--- src/hw/rtl/masod_pkg.sv ---
// Shared constants and types for the moving-average temperature monitor.
// No dependencies; every other file in hw/rtl except masod_ram refers to this package.
package masod_pkg;

  localparam int DATA_W     = 16;  // temperature sample, 1/256 C per LSB
  localparam int SPIKE_W    = 15;  // spike limit width
  localparam int COLOR_W    = 3;   // LED color code width
  localparam int CFG_IDX_W  = 2;
  localparam int CFG_DATA_W = 16;

  typedef logic [CFG_IDX_W-1:0] cfg_index_t;
  typedef logic [COLOR_W-1:0]   color_t;

  // Register map
  localparam cfg_index_t CFG_OVERHEAT_LIMIT = 2'd0;
  localparam cfg_index_t CFG_SPIKE_LIMIT    = 2'd1;

  localparam logic signed [DATA_W-1:0] OVERHEAT_RESET = 16'sd9600;  // 37.5 C
  localparam logic [SPIKE_W-1:0]       SPIKE_RESET    = 15'd384;    // 1.5 C

  // LED codes: bit0 red, bit1 green, bit2 blue
  localparam color_t LED_OFF = 3'd0;
  localparam color_t LED_RED = 3'd1;

endpackage

--- src/hw/rtl/masod_ram.sv ---
// Generic single-clock RAM, one write port and one registered read port.
// Read-first: a read and a write to the same address return the old word.
module masod_ram #(
  parameter int WIDTH = 16,
  parameter int DEPTH = 10,
  localparam int ADDR_W = (DEPTH > 1) ? $clog2(DEPTH) : 1
) (
  input  logic              clk,
  input  logic              wr_en,
  input  logic [ADDR_W-1:0] wr_addr,
  input  logic [WIDTH-1:0]  wr_data,
  input  logic              rd_en,
  input  logic [ADDR_W-1:0] rd_addr,
  output logic [WIDTH-1:0]  rd_data
);

  logic [WIDTH-1:0] mem [DEPTH];

  always_ff @(posedge clk) begin
    if (rd_en) begin
      rd_data <= mem[rd_addr];
    end
    if (wr_en) begin
      mem[wr_addr] <= wr_data;
    end
  end

endmodule

--- src/hw/rtl/masod_window.sv ---
// Sample ring and running window sum: ring RAM, fill bits, write slot and sum.
// Depends on masod_pkg and masod_ram.
module masod_window #(
  parameter int WINDOW = 10,
  localparam int SUM_W = masod_pkg::DATA_W + $clog2(WINDOW)
) (
  input  logic                                clk,
  input  logic                                rst,
  input  logic                                in_valid,
  output logic                                in_stall,
  input  logic signed [masod_pkg::DATA_W-1:0] sample,
  output logic                                out_valid,
  input  logic                                out_stall,
  output logic signed [masod_pkg::DATA_W-1:0] out_sample,
  output logic signed [SUM_W-1:0]             out_sum
);

  localparam int SLOT_W = $clog2(WINDOW);

  logic [SLOT_W-1:0] slot;
  logic [SLOT_W-1:0] slot_next;
  logic [WINDOW-1:0] filled;

  logic                                v1;
  logic                                old_ok;
  logic signed [masod_pkg::DATA_W-1:0] sample1;
  logic [masod_pkg::DATA_W-1:0]        rd_data;
  logic signed [masod_pkg::DATA_W-1:0] old_word;

  logic                                v2;
  logic signed [masod_pkg::DATA_W-1:0] sample2;
  logic signed [SUM_W-1:0]             window_sum;
  logic signed [SUM_W-1:0]             window_sum_next;

  logic acc;
  logic mv1;
  logic mv2;
  logic rdy2;

  assign rdy2     = !v2 || !out_stall;
  assign mv2      = v2 && !out_stall;
  assign mv1      = v1 && rdy2;
  assign in_stall = v1 && !rdy2;
  assign acc      = in_valid && !in_stall;

  assign slot_next = (slot == SLOT_W'(WINDOW - 1)) ? '0 : slot + 1'b1;

  // Read the outgoing entry and write the new sample in the same cycle;
  // the RAM is read-first, so no forwarding is needed.
  masod_ram #(
    .WIDTH(masod_pkg::DATA_W),
    .DEPTH(WINDOW)
  ) u_ring (
    .clk     (clk),
    .wr_en   (acc),
    .wr_addr (slot),
    .wr_data (sample),
    .rd_en   (acc),
    .rd_addr (slot),
    .rd_data (rd_data)
  );

  // Entries never written since reset count as zero
  assign old_word        = old_ok ? $signed(rd_data) : '0;
  assign window_sum_next = window_sum - SUM_W'(old_word) + SUM_W'(sample1);

  always_ff @(posedge clk) begin
    if (rst) begin
      slot       <= '0;
      filled     <= '0;
      v1         <= 1'b0;
      v2         <= 1'b0;
      window_sum <= '0;
    end else begin
      if (acc) begin
        slot         <= slot_next;
        filled[slot] <= 1'b1;
      end
      if (acc || mv1) begin
        v1 <= acc;
      end
      if (mv1 || mv2) begin
        v2 <= mv1;
      end
      if (mv1) begin
        window_sum <= window_sum_next;
      end
    end
  end

  always_ff @(posedge clk) begin
    if (acc) begin
      sample1 <= sample;
      old_ok  <= filled[slot];
    end
    if (mv1) begin
      sample2 <= sample1;
    end
  end

  assign out_valid  = v2;
  assign out_sample = sample2;
  assign out_sum    = window_sum;

`ifndef SYNTHESIS
  a_slot_range: assert property (@(posedge clk) disable iff (rst)
    slot <= SLOT_W'(WINDOW - 1))
    else $error("write slot out of window");

  a_sum_hold: assert property (@(posedge clk) disable iff (rst)
    !mv1 |=> $stable(window_sum))
    else $error("window sum changed without an item");
`endif

endmodule

--- src/hw/rtl/masod_eval.sv ---
// Average by constant reciprocal, spike/overheat compares, LED latch, output register.
// Depends on masod_pkg.
module masod_eval #(
  parameter int WINDOW = 10,
  localparam int SUM_W = masod_pkg::DATA_W + $clog2(WINDOW)
) (
  input  logic                                clk,
  input  logic                                rst,
  input  logic                                in_valid,
  output logic                                in_stall,
  input  logic signed [masod_pkg::DATA_W-1:0] sample,
  input  logic signed [SUM_W-1:0]             sum,
  input  logic signed [masod_pkg::DATA_W-1:0] overheat_limit,
  input  logic [masod_pkg::SPIKE_W-1:0]       spike_limit,
  output logic                                out_valid,
  input  logic                                out_stall,
  output logic signed [masod_pkg::DATA_W-1:0] average,
  output logic                                spike_seen,
  output logic                                overheat_seen,
  output masod_pkg::color_t                   led_color
);

  // floor(n / WINDOW) == (n * RECIP) >> DIV_SHIFT exactly for n < 2**SUM_W
  localparam int DIV_SHIFT = SUM_W + $clog2(WINDOW);
  localparam int RECIP_W   = SUM_W + 1;
  localparam int PROD_W    = SUM_W + RECIP_W;
  localparam int Q_W       = masod_pkg::DATA_W + 1;
  localparam int DIFF_W    = masod_pkg::DATA_W + 2;
  localparam logic [RECIP_W-1:0] RECIP =
    RECIP_W'(((64'd1 << DIV_SHIFT) + 64'(WINDOW) - 64'd1) / 64'(WINDOW));

  logic              v3;
  logic              neg3;
  logic [PROD_W-1:0] prod;
  logic signed [masod_pkg::DATA_W-1:0] sample3;
  logic [SUM_W-1:0]  mag;

  logic                                v4;
  logic signed [Q_W-1:0]               avg4;
  logic signed [Q_W-1:0]               avg_next;
  logic [Q_W-1:0]                      quot;
  logic                                hot4;
  logic signed [masod_pkg::DATA_W-1:0] sample4;

  logic signed [DIFF_W-1:0] diff;
  logic signed [DIFF_W-1:0] lim;
  logic                     spike;

  masod_pkg::color_t color_latch;

  logic rdyo;
  logic rdy4;
  logic rdy3;
  logic acc3;
  logic mv3;
  logic mv4;

  assign rdyo     = !out_valid || !out_stall;
  assign mv4      = v4 && rdyo;
  assign rdy4     = !v4 || rdyo;
  assign mv3      = v3 && rdy4;
  assign rdy3     = !v3 || rdy4;
  assign in_stall = !rdy3;
  assign acc3     = in_valid && rdy3;

  // Divide the magnitude and restore the sign: truncation toward zero
  assign mag      = sum[SUM_W-1] ? SUM_W'(-sum) : SUM_W'(sum);
  assign quot     = prod[DIV_SHIFT +: Q_W];
  assign avg_next = neg3 ? -$signed(quot) : $signed(quot);

  assign diff  = DIFF_W'(sample4) - DIFF_W'(avg4);
  assign lim   = $signed({3'b000, spike_limit});
  assign spike = (diff >= lim) || (diff <= -lim);

  always_ff @(posedge clk) begin
    if (rst) begin
      v3          <= 1'b0;
      v4          <= 1'b0;
      out_valid   <= 1'b0;
      color_latch <= masod_pkg::LED_OFF;
    end else begin
      if (acc3 || mv3) begin
        v3 <= acc3;
      end
      if (mv3 || mv4) begin
        v4 <= mv3;
      end
      if (mv4 || rdyo) begin
        out_valid <= mv4;
      end
      if (mv4 && hot4) begin
        color_latch <= masod_pkg::LED_RED;
      end
    end
  end

  always_ff @(posedge clk) begin
    if (acc3) begin
      prod    <= PROD_W'(mag) * PROD_W'(RECIP);
      neg3    <= sum[SUM_W-1];
      sample3 <= sample;
    end
    if (mv3) begin
      avg4    <= avg_next;
      hot4    <= sample3 > overheat_limit;
      sample4 <= sample3;
    end
    if (mv4) begin
      average       <= avg4[masod_pkg::DATA_W-1:0];
      spike_seen    <= spike;
      overheat_seen <= hot4;
      led_color     <= hot4 ? masod_pkg::LED_RED : color_latch;
    end
  end

`ifndef SYNTHESIS
  a_prod_hold: assert property (@(posedge clk) disable iff (rst)
    v3 && !rdy4 |=> v3 && $stable(prod))
    else $error("divider stage lost its item");

  a_hot_red: assert property (@(posedge clk) disable iff (rst)
    out_valid && overheat_seen |-> led_color == masod_pkg::LED_RED)
    else $error("overheat item without red LED");

  a_latch_sticky: assert property (@(posedge clk) disable iff (rst)
    color_latch == masod_pkg::LED_RED |=> color_latch == masod_pkg::LED_RED)
    else $error("overheat latch cleared");
`endif

endmodule

--- src/hw/rtl/moving_average_spike_overheat_detector.sv ---
// Moving-average temperature monitor with spike and overheat flags.
// Depends on masod_pkg, masod_window, masod_eval (and masod_ram below them).
//
// Input channel: temperature_sample with in_valid/in_stall; an item is taken
// at a rising edge with in_valid high and in_stall low. Output channel:
// average, spike_seen, overheat_seen, led_color with out_valid/out_stall.
// Each input item gives exactly one result item, in order.
// Pipeline: ring RAM read, sum update, reciprocal multiply, average/sign,
// compare + output reg. Throughput: one item per cycle unless out_stall
// fills the pipeline; the ring RAM is read and written at the same slot in
// the accept cycle, so back-to-back items never collide.
// Stall: out_stall holds the output register; bubbles inside the pipeline
// still fill, and in_stall rises only once every stage holds an item.
// Reset (rst, synchronous): clears the ring fill bits (unwritten entries
// read as zero), the window sum, the write slot, the LED latch and all
// pipeline valids, and loads the limits with 37.5 C and 1.5 C. There is no
// clearing pass; items are taken right after reset.
// Config: cfg_write with cfg_index/cfg_data; the user must write only while idle, the block does not enforce it.
module moving_average_spike_overheat_detector #(
  parameter int WINDOW = 10
) (
  input  logic                                 clk,
  input  logic                                 rst,
  input  logic                                 in_valid,
  output logic                                 in_stall,
  input  logic signed [masod_pkg::DATA_W-1:0]  temperature_sample,
  output logic                                 out_valid,
  input  logic                                 out_stall,
  output logic signed [masod_pkg::DATA_W-1:0]  average,
  output logic                                 spike_seen,
  output logic                                 overheat_seen,
  output logic [masod_pkg::COLOR_W-1:0]        led_color,
  input  logic                                 cfg_write,
  input  masod_pkg::cfg_index_t                cfg_index,
  input  logic [masod_pkg::CFG_DATA_W-1:0]     cfg_data
);

  localparam int SUM_W = masod_pkg::DATA_W + $clog2(WINDOW);

  logic signed [masod_pkg::DATA_W-1:0] overheat_limit;
  logic [masod_pkg::SPIKE_W-1:0]       spike_limit;

  logic                                win_valid;
  logic                                win_stall;
  logic signed [masod_pkg::DATA_W-1:0] win_sample;
  logic signed [SUM_W-1:0]             win_sum;

  always_ff @(posedge clk) begin
    if (rst) begin
      overheat_limit <= masod_pkg::OVERHEAT_RESET;
      spike_limit    <= masod_pkg::SPIKE_RESET;
    end else if (cfg_write) begin
      case (cfg_index)
        masod_pkg::CFG_OVERHEAT_LIMIT: begin
          overheat_limit <= $signed(cfg_data[masod_pkg::DATA_W-1:0]);
        end
        masod_pkg::CFG_SPIKE_LIMIT: begin
          spike_limit <= cfg_data[masod_pkg::SPIKE_W-1:0];
        end
        default: begin
        end
      endcase
    end
  end

  masod_window #(
    .WINDOW(WINDOW)
  ) u_window (
    .clk        (clk),
    .rst        (rst),
    .in_valid   (in_valid),
    .in_stall   (in_stall),
    .sample     (temperature_sample),
    .out_valid  (win_valid),
    .out_stall  (win_stall),
    .out_sample (win_sample),
    .out_sum    (win_sum)
  );

  masod_eval #(
    .WINDOW(WINDOW)
  ) u_eval (
    .clk            (clk),
    .rst            (rst),
    .in_valid       (win_valid),
    .in_stall       (win_stall),
    .sample         (win_sample),
    .sum            (win_sum),
    .overheat_limit (overheat_limit),
    .spike_limit    (spike_limit),
    .out_valid      (out_valid),
    .out_stall      (out_stall),
    .average        (average),
    .spike_seen     (spike_seen),
    .overheat_seen  (overheat_seen),
    .led_color      (led_color)
  );

`ifndef SYNTHESIS
  a_empty_takes: assert property (@(posedge clk) disable iff (rst)
    !out_valid |-> !in_stall)
    else $error("input stalled with an empty output register");
`endif

endmodule

--- config.mk ---
export PLATFORM = sky130hd
export DESIGN_NAME = moving_average_spike_overheat_detector
export DESIGN_NICKNAME = d
export VERILOG_FILES = /design/src/hw/rtl/masod_pkg.sv /design/src/hw/rtl/masod_ram.sv /design/src/hw/rtl/masod_window.sv /design/src/hw/rtl/masod_eval.sv /design/src/hw/rtl/moving_average_spike_overheat_detector.sv
export SDC_FILE = /design/constraint.sdc
export NUM_CORES = 1
export LEC_CHECK = 0
export CAP_MARGIN = 10
export CORE_MARGIN = 3
export CORE_UTILIZATION = 42
export CTS_CLUSTER_DIAMETER = 150
export DETAILED_ROUTE_END_ITERATION = 6
export DONT_BUFFER_PORTS = 1
export PLACE_DENSITY = 0.54
export SETUP_SLACK_MARGIN = 0.3
export SYNTH_ARGS = -nofsm -noshare
export SYNTH_HDL_FRONTEND = slang
export SYNTH_SLANG_ARGS = --single-unit
--- constraint.sdc ---
create_clock -name clk -period 9.5 [get_ports clk]
set_input_delay 0.95 -clock clk [delete_from_list [all_inputs] [get_ports clk]]
set_output_delay 0.95 -clock clk [all_outputs]
set_load 0.1 [all_outputs]
# After elaboration in Yosys (flattened, before gate mapping)
# Memories as Yosys holds them, arrays and structs flattened. A register that Yosys moved wholly into a read port is not among the register bits.
# Cells that the tools add are included.
# Widths: inputs -> output; s select.
dict set report word_totals {
  word_cells 79
  mem_count 1
  mem_bits_rw 160
  register_bits 214
}
# memory depth width read_ports rd_ports_with_merged_regs wr line_no
set memory_table {}
lappend memory_table {u_window.u_ring.mem 10 16 1 1 1 masod_ram.sv:17} ;# logic [WIDTH-1:0] mem [DEPTH];
dict set report op_classes {
  n_reduce_logical 28
  muxes 10
  n_addsub 7
  order_cmp 5
  n_eq_ne 2
  bitwise 1
  mul 1
}
# op count
set op_table {}
lappend op_table {{$mul 20x20->40 const B} 1}
lappend op_table {{$add 20x16->20} 1}
lappend op_table {{$mux 20} 1}
lappend op_table {{$neg 20->20} 1}
lappend op_table {{$sub 20x16->20} 1}
lappend op_table {{$ge 18x16->1} 1}
lappend op_table {{$le 18x18->1} 1}
lappend op_table {{$neg 15->18} 1}
lappend op_table {{$sub 16x17->18} 1}
lappend op_table {{$mux 17} 1}
lappend op_table {{$neg 17->17} 1}
lappend op_table {{$gt 16x16->1} 1}
lappend op_table {{$mux 16} 1}
lappend op_table {{$logic_or 1x1->1} 10}
lappend op_table {{$or 10x10->10} 1}
lappend op_table {{$logic_and 1x1->1} 8}
lappend op_table {{$logic_not 1->1} 7}
lappend op_table {{$lt 4x5->1 const B} 1}
lappend op_table {{$add 4x1->4 const B} 1}
lappend op_table {{$bmux 1 s4} 1}
lappend op_table {{$demux 1 s4} 1}
lappend op_table {{$eq 4x4->1 const B} 1}
lappend op_table {{$ge 4x1->1 const B} 1}
lappend op_table {{$mux 1} 4}
lappend op_table {{other kinds (4)} 5}

# Logic depth before layout (Yosys ltp)
dict set report logic_depth {
  ltp_word 11
  mapped_depth 30
  depth_no_buf 29
}

# Modules after synthesis
# From an unflattened synthesis, not the netlist that was laid out.
dict set report unflattened {
  cells_unflattened 2123
  hier_area_um2 24835.1
}
# module n_inst cells_per_inst area_each_um2 seq_area_each_um2
set by_module_without_submodules {}
lappend by_module_without_submodules {masod_eval 1 1219 12649.6 2692.6}
lappend by_module_without_submodules {masod_ram 1 358 6872.8 5285.1}
lappend by_module_without_submodules {masod_window 1 422 4007.6 1711.6}
lappend by_module_without_submodules {moving_average_spike_overheat_detector 1 124 1305.0 620.6}

# Worst setup path before layout
# OpenSTA, ideal clock, no wires.
dict set report synth_timing {
  path_kind {reg-to-reg}
  from {register u_window.window_sum[3], in the netlist u_window.out_sum[3]}
  to {register u_eval.prod[40] (data pin)}
  stages_incl_launch_ff 30
  arrival_ns 7.795
  path_slack_ns 1.440
  n_path_buf 1
  required_ns 9.235
  setup_ns 0.265
  synth_period_minus_slack_ns 8.060
  cell_sequence {dfxtp_1 > buf_6 > or4_4 > nand2b_4 > or3_4 > or4_4 > o31a_4 > xnor2_4 > inv_1 > ha_1 > fa_1 > ha_1 > inv_1 > fa_1 > inv_1 > fa_1 > fa_1 > inv_1 > fa_1 > inv_1 > ha_1 > nand4_1 > o221ai_1 > a2111o_1 > a31oi_1 > o21a_1 > o21a_1 > a21oi_1 > and4_1 > or3_1}
}
dict set report synth_between {
  elab_chain_len 3
}
# item line_no
set synth_lines {}
lappend synth_lines {{from (decl)} masod_window.sv:32} ;# logic signed [SUM_W-1:0] window_sum;
lappend synth_lines {{from (signal assigned)} masod_window.sv:86} ;# window_sum <= window_sum_next;
lappend synth_lines {{$neg 20->20} masod_eval.sv:67} ;# assign mag = sum[SUM_W-1] ? SUM_W'(-sum) : SUM_W'(sum);
lappend synth_lines {{$mux 20 (*)} masod_eval.sv:67}
lappend synth_lines {{$mul 20x20->40 (*)} masod_eval.sv:99} ;# prod <= PROD_W'(mag) * PROD_W'(RECIP);
lappend synth_lines {{to (signal assigned)} masod_eval.sv:99}
lappend synth_lines {{to (decl)} masod_eval.sv:34} ;# logic [PROD_W-1:0] prod;
# Mark *: on every way between the ends. The rest lies on a longest branch, timed or not.
# A chain may end at the register's enable or synchronous reset.

# Worst setup path in the final report
# Ends and elaborated chain as after synthesis.

==> results.md <==
- Ratio of routed vias to standard cells: 5.14
- Main combinational cell family by area after synthesis: adder cells
- Cell area after synthesis: 24,400 sq um
- Number of pins with negative max-slew slack in the final report: 0
- Measured slew at the worst slew-check pin: 1080 ps
- # Max-Cap Violations: 0
- Hold Path Class: flip-flop to flip-flop
- Total Die Area: 61,000 sq um
- Number of nets in the final layout: 2,583
- Buffers inserted during post-CTS setup optimization: 0
- Worst slack at placement: 733 ps
- Worst Setup End Kind: flip-flop
- Routed wire length per instance: 18.6 um
- Antenna violations before repair: 0
- Slowest-stage cell, CP: or4_4
- Total number of clock tree sinks: 367
- Share of synthesized flip-flops with an asynchronous set or reset: 0
- Relative max-transition margin: 0.276
- First-pass GRT wire length: 87,000 um
- Fraction of synthesized cell area in xor and xnor cells: 0.0413
- Vias post-DR: 14,863
- Clk pin slew, worst setup/hold paths: 70 ps
- Via count of the first global-routing pass: 15,701
- Master cell of the clock root buffer: clkbuf_16
- Port buffer count: 0
- Primary FF master, synth: edfxtp_1
- Area added between synthesis and finish: 9.27%
- Number of instances in the synthesized netlist: 2,091
- Post-detail-place hpwl: 42,500 um
- Standard cell core area: 56,900 sq um
- Data arrival time of the worst path: 8960 ps
- EDFF count, synth: 296
- Number of endpoints with negative hold slack in the final report: 0
- Placer Congestion: 0.901
- Kind of launch point of the worst setup path: flip-flop
- Global routing met2 resource utilization: 0.304
- Clock latency of the later-clocked register in the worst-skew pair: 540 ps
- Met1 layer usage reported by global route: 0.252
- Highest attainable clock frequency: 0.115 GHz
- Seq cells post-synth: 367
- Largest net degree at the start of global routing: 77
- Delay of the slowest cell on the worst path: 560 ps
- Synthesis warning total: 0
- Count of H-tree levels built during CTS: 2
- Multiplexer area fraction after synthesis: 0.0396
- Average instance area after synthesis: 11.7 sq um
- WS Path Type: flip-flop to flip-flop
- Synthesized-area fraction occupied by adder cells: 0.271
- Antenna fix cells: 0
- Post-detailed-placement cell area: 25,400 sq um
- Hold buffers post-CTS: 0
- Share of the synthesized area in compound gates (AO/OA/AOI/OAI): 0.0816
- TritonCTS Buffers: 37
- Result of the run: completed
- Cts repair resizes: 0
- Fraction of the cycle the final worst path needs: 0.913
- Final setup violating endpoints: 0
- Final cell area excluding filler cells: 26,700 sq um
- Req. time, crit path: 9780 ps
- Total number of placement rows: 87
- Maximum count of clock buffers along a single path: 3
- RSZ-0062 raised after global routing: no
- Aggregate negative setup slack: 0 ps
- Drt first pass iters: 5
- Residual DRC count: 0
- GR Overflow Total: 0
- GRT Max-Usage Layer: met2
- Final worst hold slack: 423 ps
- Total global routing track utilization: 0.182
- Clock Skew: 19.4 ps
- Antenna violation net count after detailed routing: 0
- Initial core utilization: 0.428
- TritonCTS clock tree: done
- Count of routing violations after the opening detailed-route iteration: 748
- Fraction of layout instances using a drive strength above 1: 0.0679
- Drt total wl: 53,800 um
- # IOs: 62
- Time the final worst path needs with I/O delays and setup: 8670 ps
- Width of the die: 247 um
- Chip Height: 247 um
- CP max FO: 8
- Smallest setup slack after layout: 827 ps
- Met3 track demand over resource: 0.0281
- Portion of the post-synthesis area used by sequential elements: 0.423
- Netlist cell types: 70
- Post-Synth Simple-Gate Area: 0.0794
-- cell type report --
cell class	instances	area (sq um)
timing repair buffer	24	200
clock inverter	23	274
tap	756	946
fill	5161	30300
clock buffer	45	987
sequential	367	10300
multi-input combinational	1312	12600
inverter	365	1370
-- cells in the mapped netlist, types with 3 or more instances --
cell	instances	area (sq um)
a211oi_1	26	195
a21boi_0	6	45.0
a21oi_1	118	591
a31oi_1	8	50.1
clkbuf_1	38	143
xnor2_1	87	762
xor2_1	25	219
a211o_1	8	70.1
mux4_2	34	766
buf_1	5	18.8
and4_1	3	26.3
a21o_1	30	225
ha_1	285	3570
or4_1	5	37.5
nand2b_1	16	100
o21ai_0	61	305
o31ai_1	11	82.6
nor2_1	79	297
nand3_1	16	80.1
nand4_1	15	93.8
o31a_1	3	26.3
inv_1	363	1360
o41ai_1	4	35.0
dfxtp_1	71	1420
nor3_1	32	160
and2_1	22	138
fa_1	152	3040
nor4_1	5	31.3
o21ba_2	4	40.0
o21bai_1	3	22.5
edfxtp_1	296	8890
or3_1	15	93.8
mux2i_1	20	200
o21a_1	15	113
nor2b_1	35	219
and3_1	10	62.6
or3b_2	3	26.3
nand2_1	120	450
-- worst max-delay path: cells and delay by family, from the launching register on --
| family | cells | cell delay (ps) |
|---|---|---|
| adders and majority gates | 8 | 3500 |
| and+or+nand+nor | 7 | 2310 |
| AOI/OAI and AO/OA | 7 | 1600 |
| DFF | 1 | 390 |
| buffers and inverters | 5 | 360 |
| xor gates and xnor gates | 1 | 250 |
-- worst paths after layout --
check | from | end | slack, ps | cells past startpoint
max | u_window.out_sum[3]$_SDFFE_PP0P_ | u_eval.prod[40]$_DFFE_PP_ | 830 | 28
min | u_window.out_sample[9]$_DFFE_PP_ | u_eval.sample3[9]$_DFFE_PP_ | 420 | 0
max reg2reg | u_window.out_sum[3]$_SDFFE_PP0P_ | u_eval.prod[40]$_DFFE_PP_ | 830 | 28
min reg2reg | u_window.out_sample[9]$_DFFE_PP_ | u_eval.sample3[9]$_DFFE_PP_ | 420 | 0
-- cells by family after synthesis --
logic type / Yosys count
buffers and inverters: 413
multiplexers: 54
XOR/XNOR: 113
AO/OA/AOI/OAI: 317
other: 1
flip-flops: 367
adder cells (fa/ha/maj): 437
AND/OR/NAND/NOR: 389
-- per-layer routing --
layer,up-vias,share of wire
met2,246,0.47
met3,66,0.040
met4,0,0.020
met1,7320,0.47
met5,-,0
li1,7231,-
-- layout by cell type (no fill, tap or decap), drive strengths merged, types with 61 or more instances in the layout --
cell type	instances
o21ai	61
edfxtp	296
fa	152
xnor2	88
nor2	79
ha	285
a21oi	118
inv	365
dfxtp	71
nand2	120
-- registers in the layout, indices dropped and copies added, names as in the netlist, 4 cells and up --
register,flops
spike_limit,15
u_eval.sample4,16
u_eval.average,16
overheat_limit,16
u_eval.prod,17
u_eval.sample3,16
u_window.slot,4
u_window.sample1,16
u_window.out_sum,20
u_window.u_ring.rd_data,16
u_window.filled,10
u_window.out_sample,16
u_window.u_ring.mem,160
u_eval.avg4,17
-- per-stage QoR --
step	std cells	util
detailed placement	2823	0.445
floorplan	2092	-
finish	2892	0.468
global placement	2823	0.445
CTS	2891	0.468
global route	2892	0.468
Power is not shown: default switching activity piles up to over one toggle a cycle in this logic, so the estimate is an artifact.
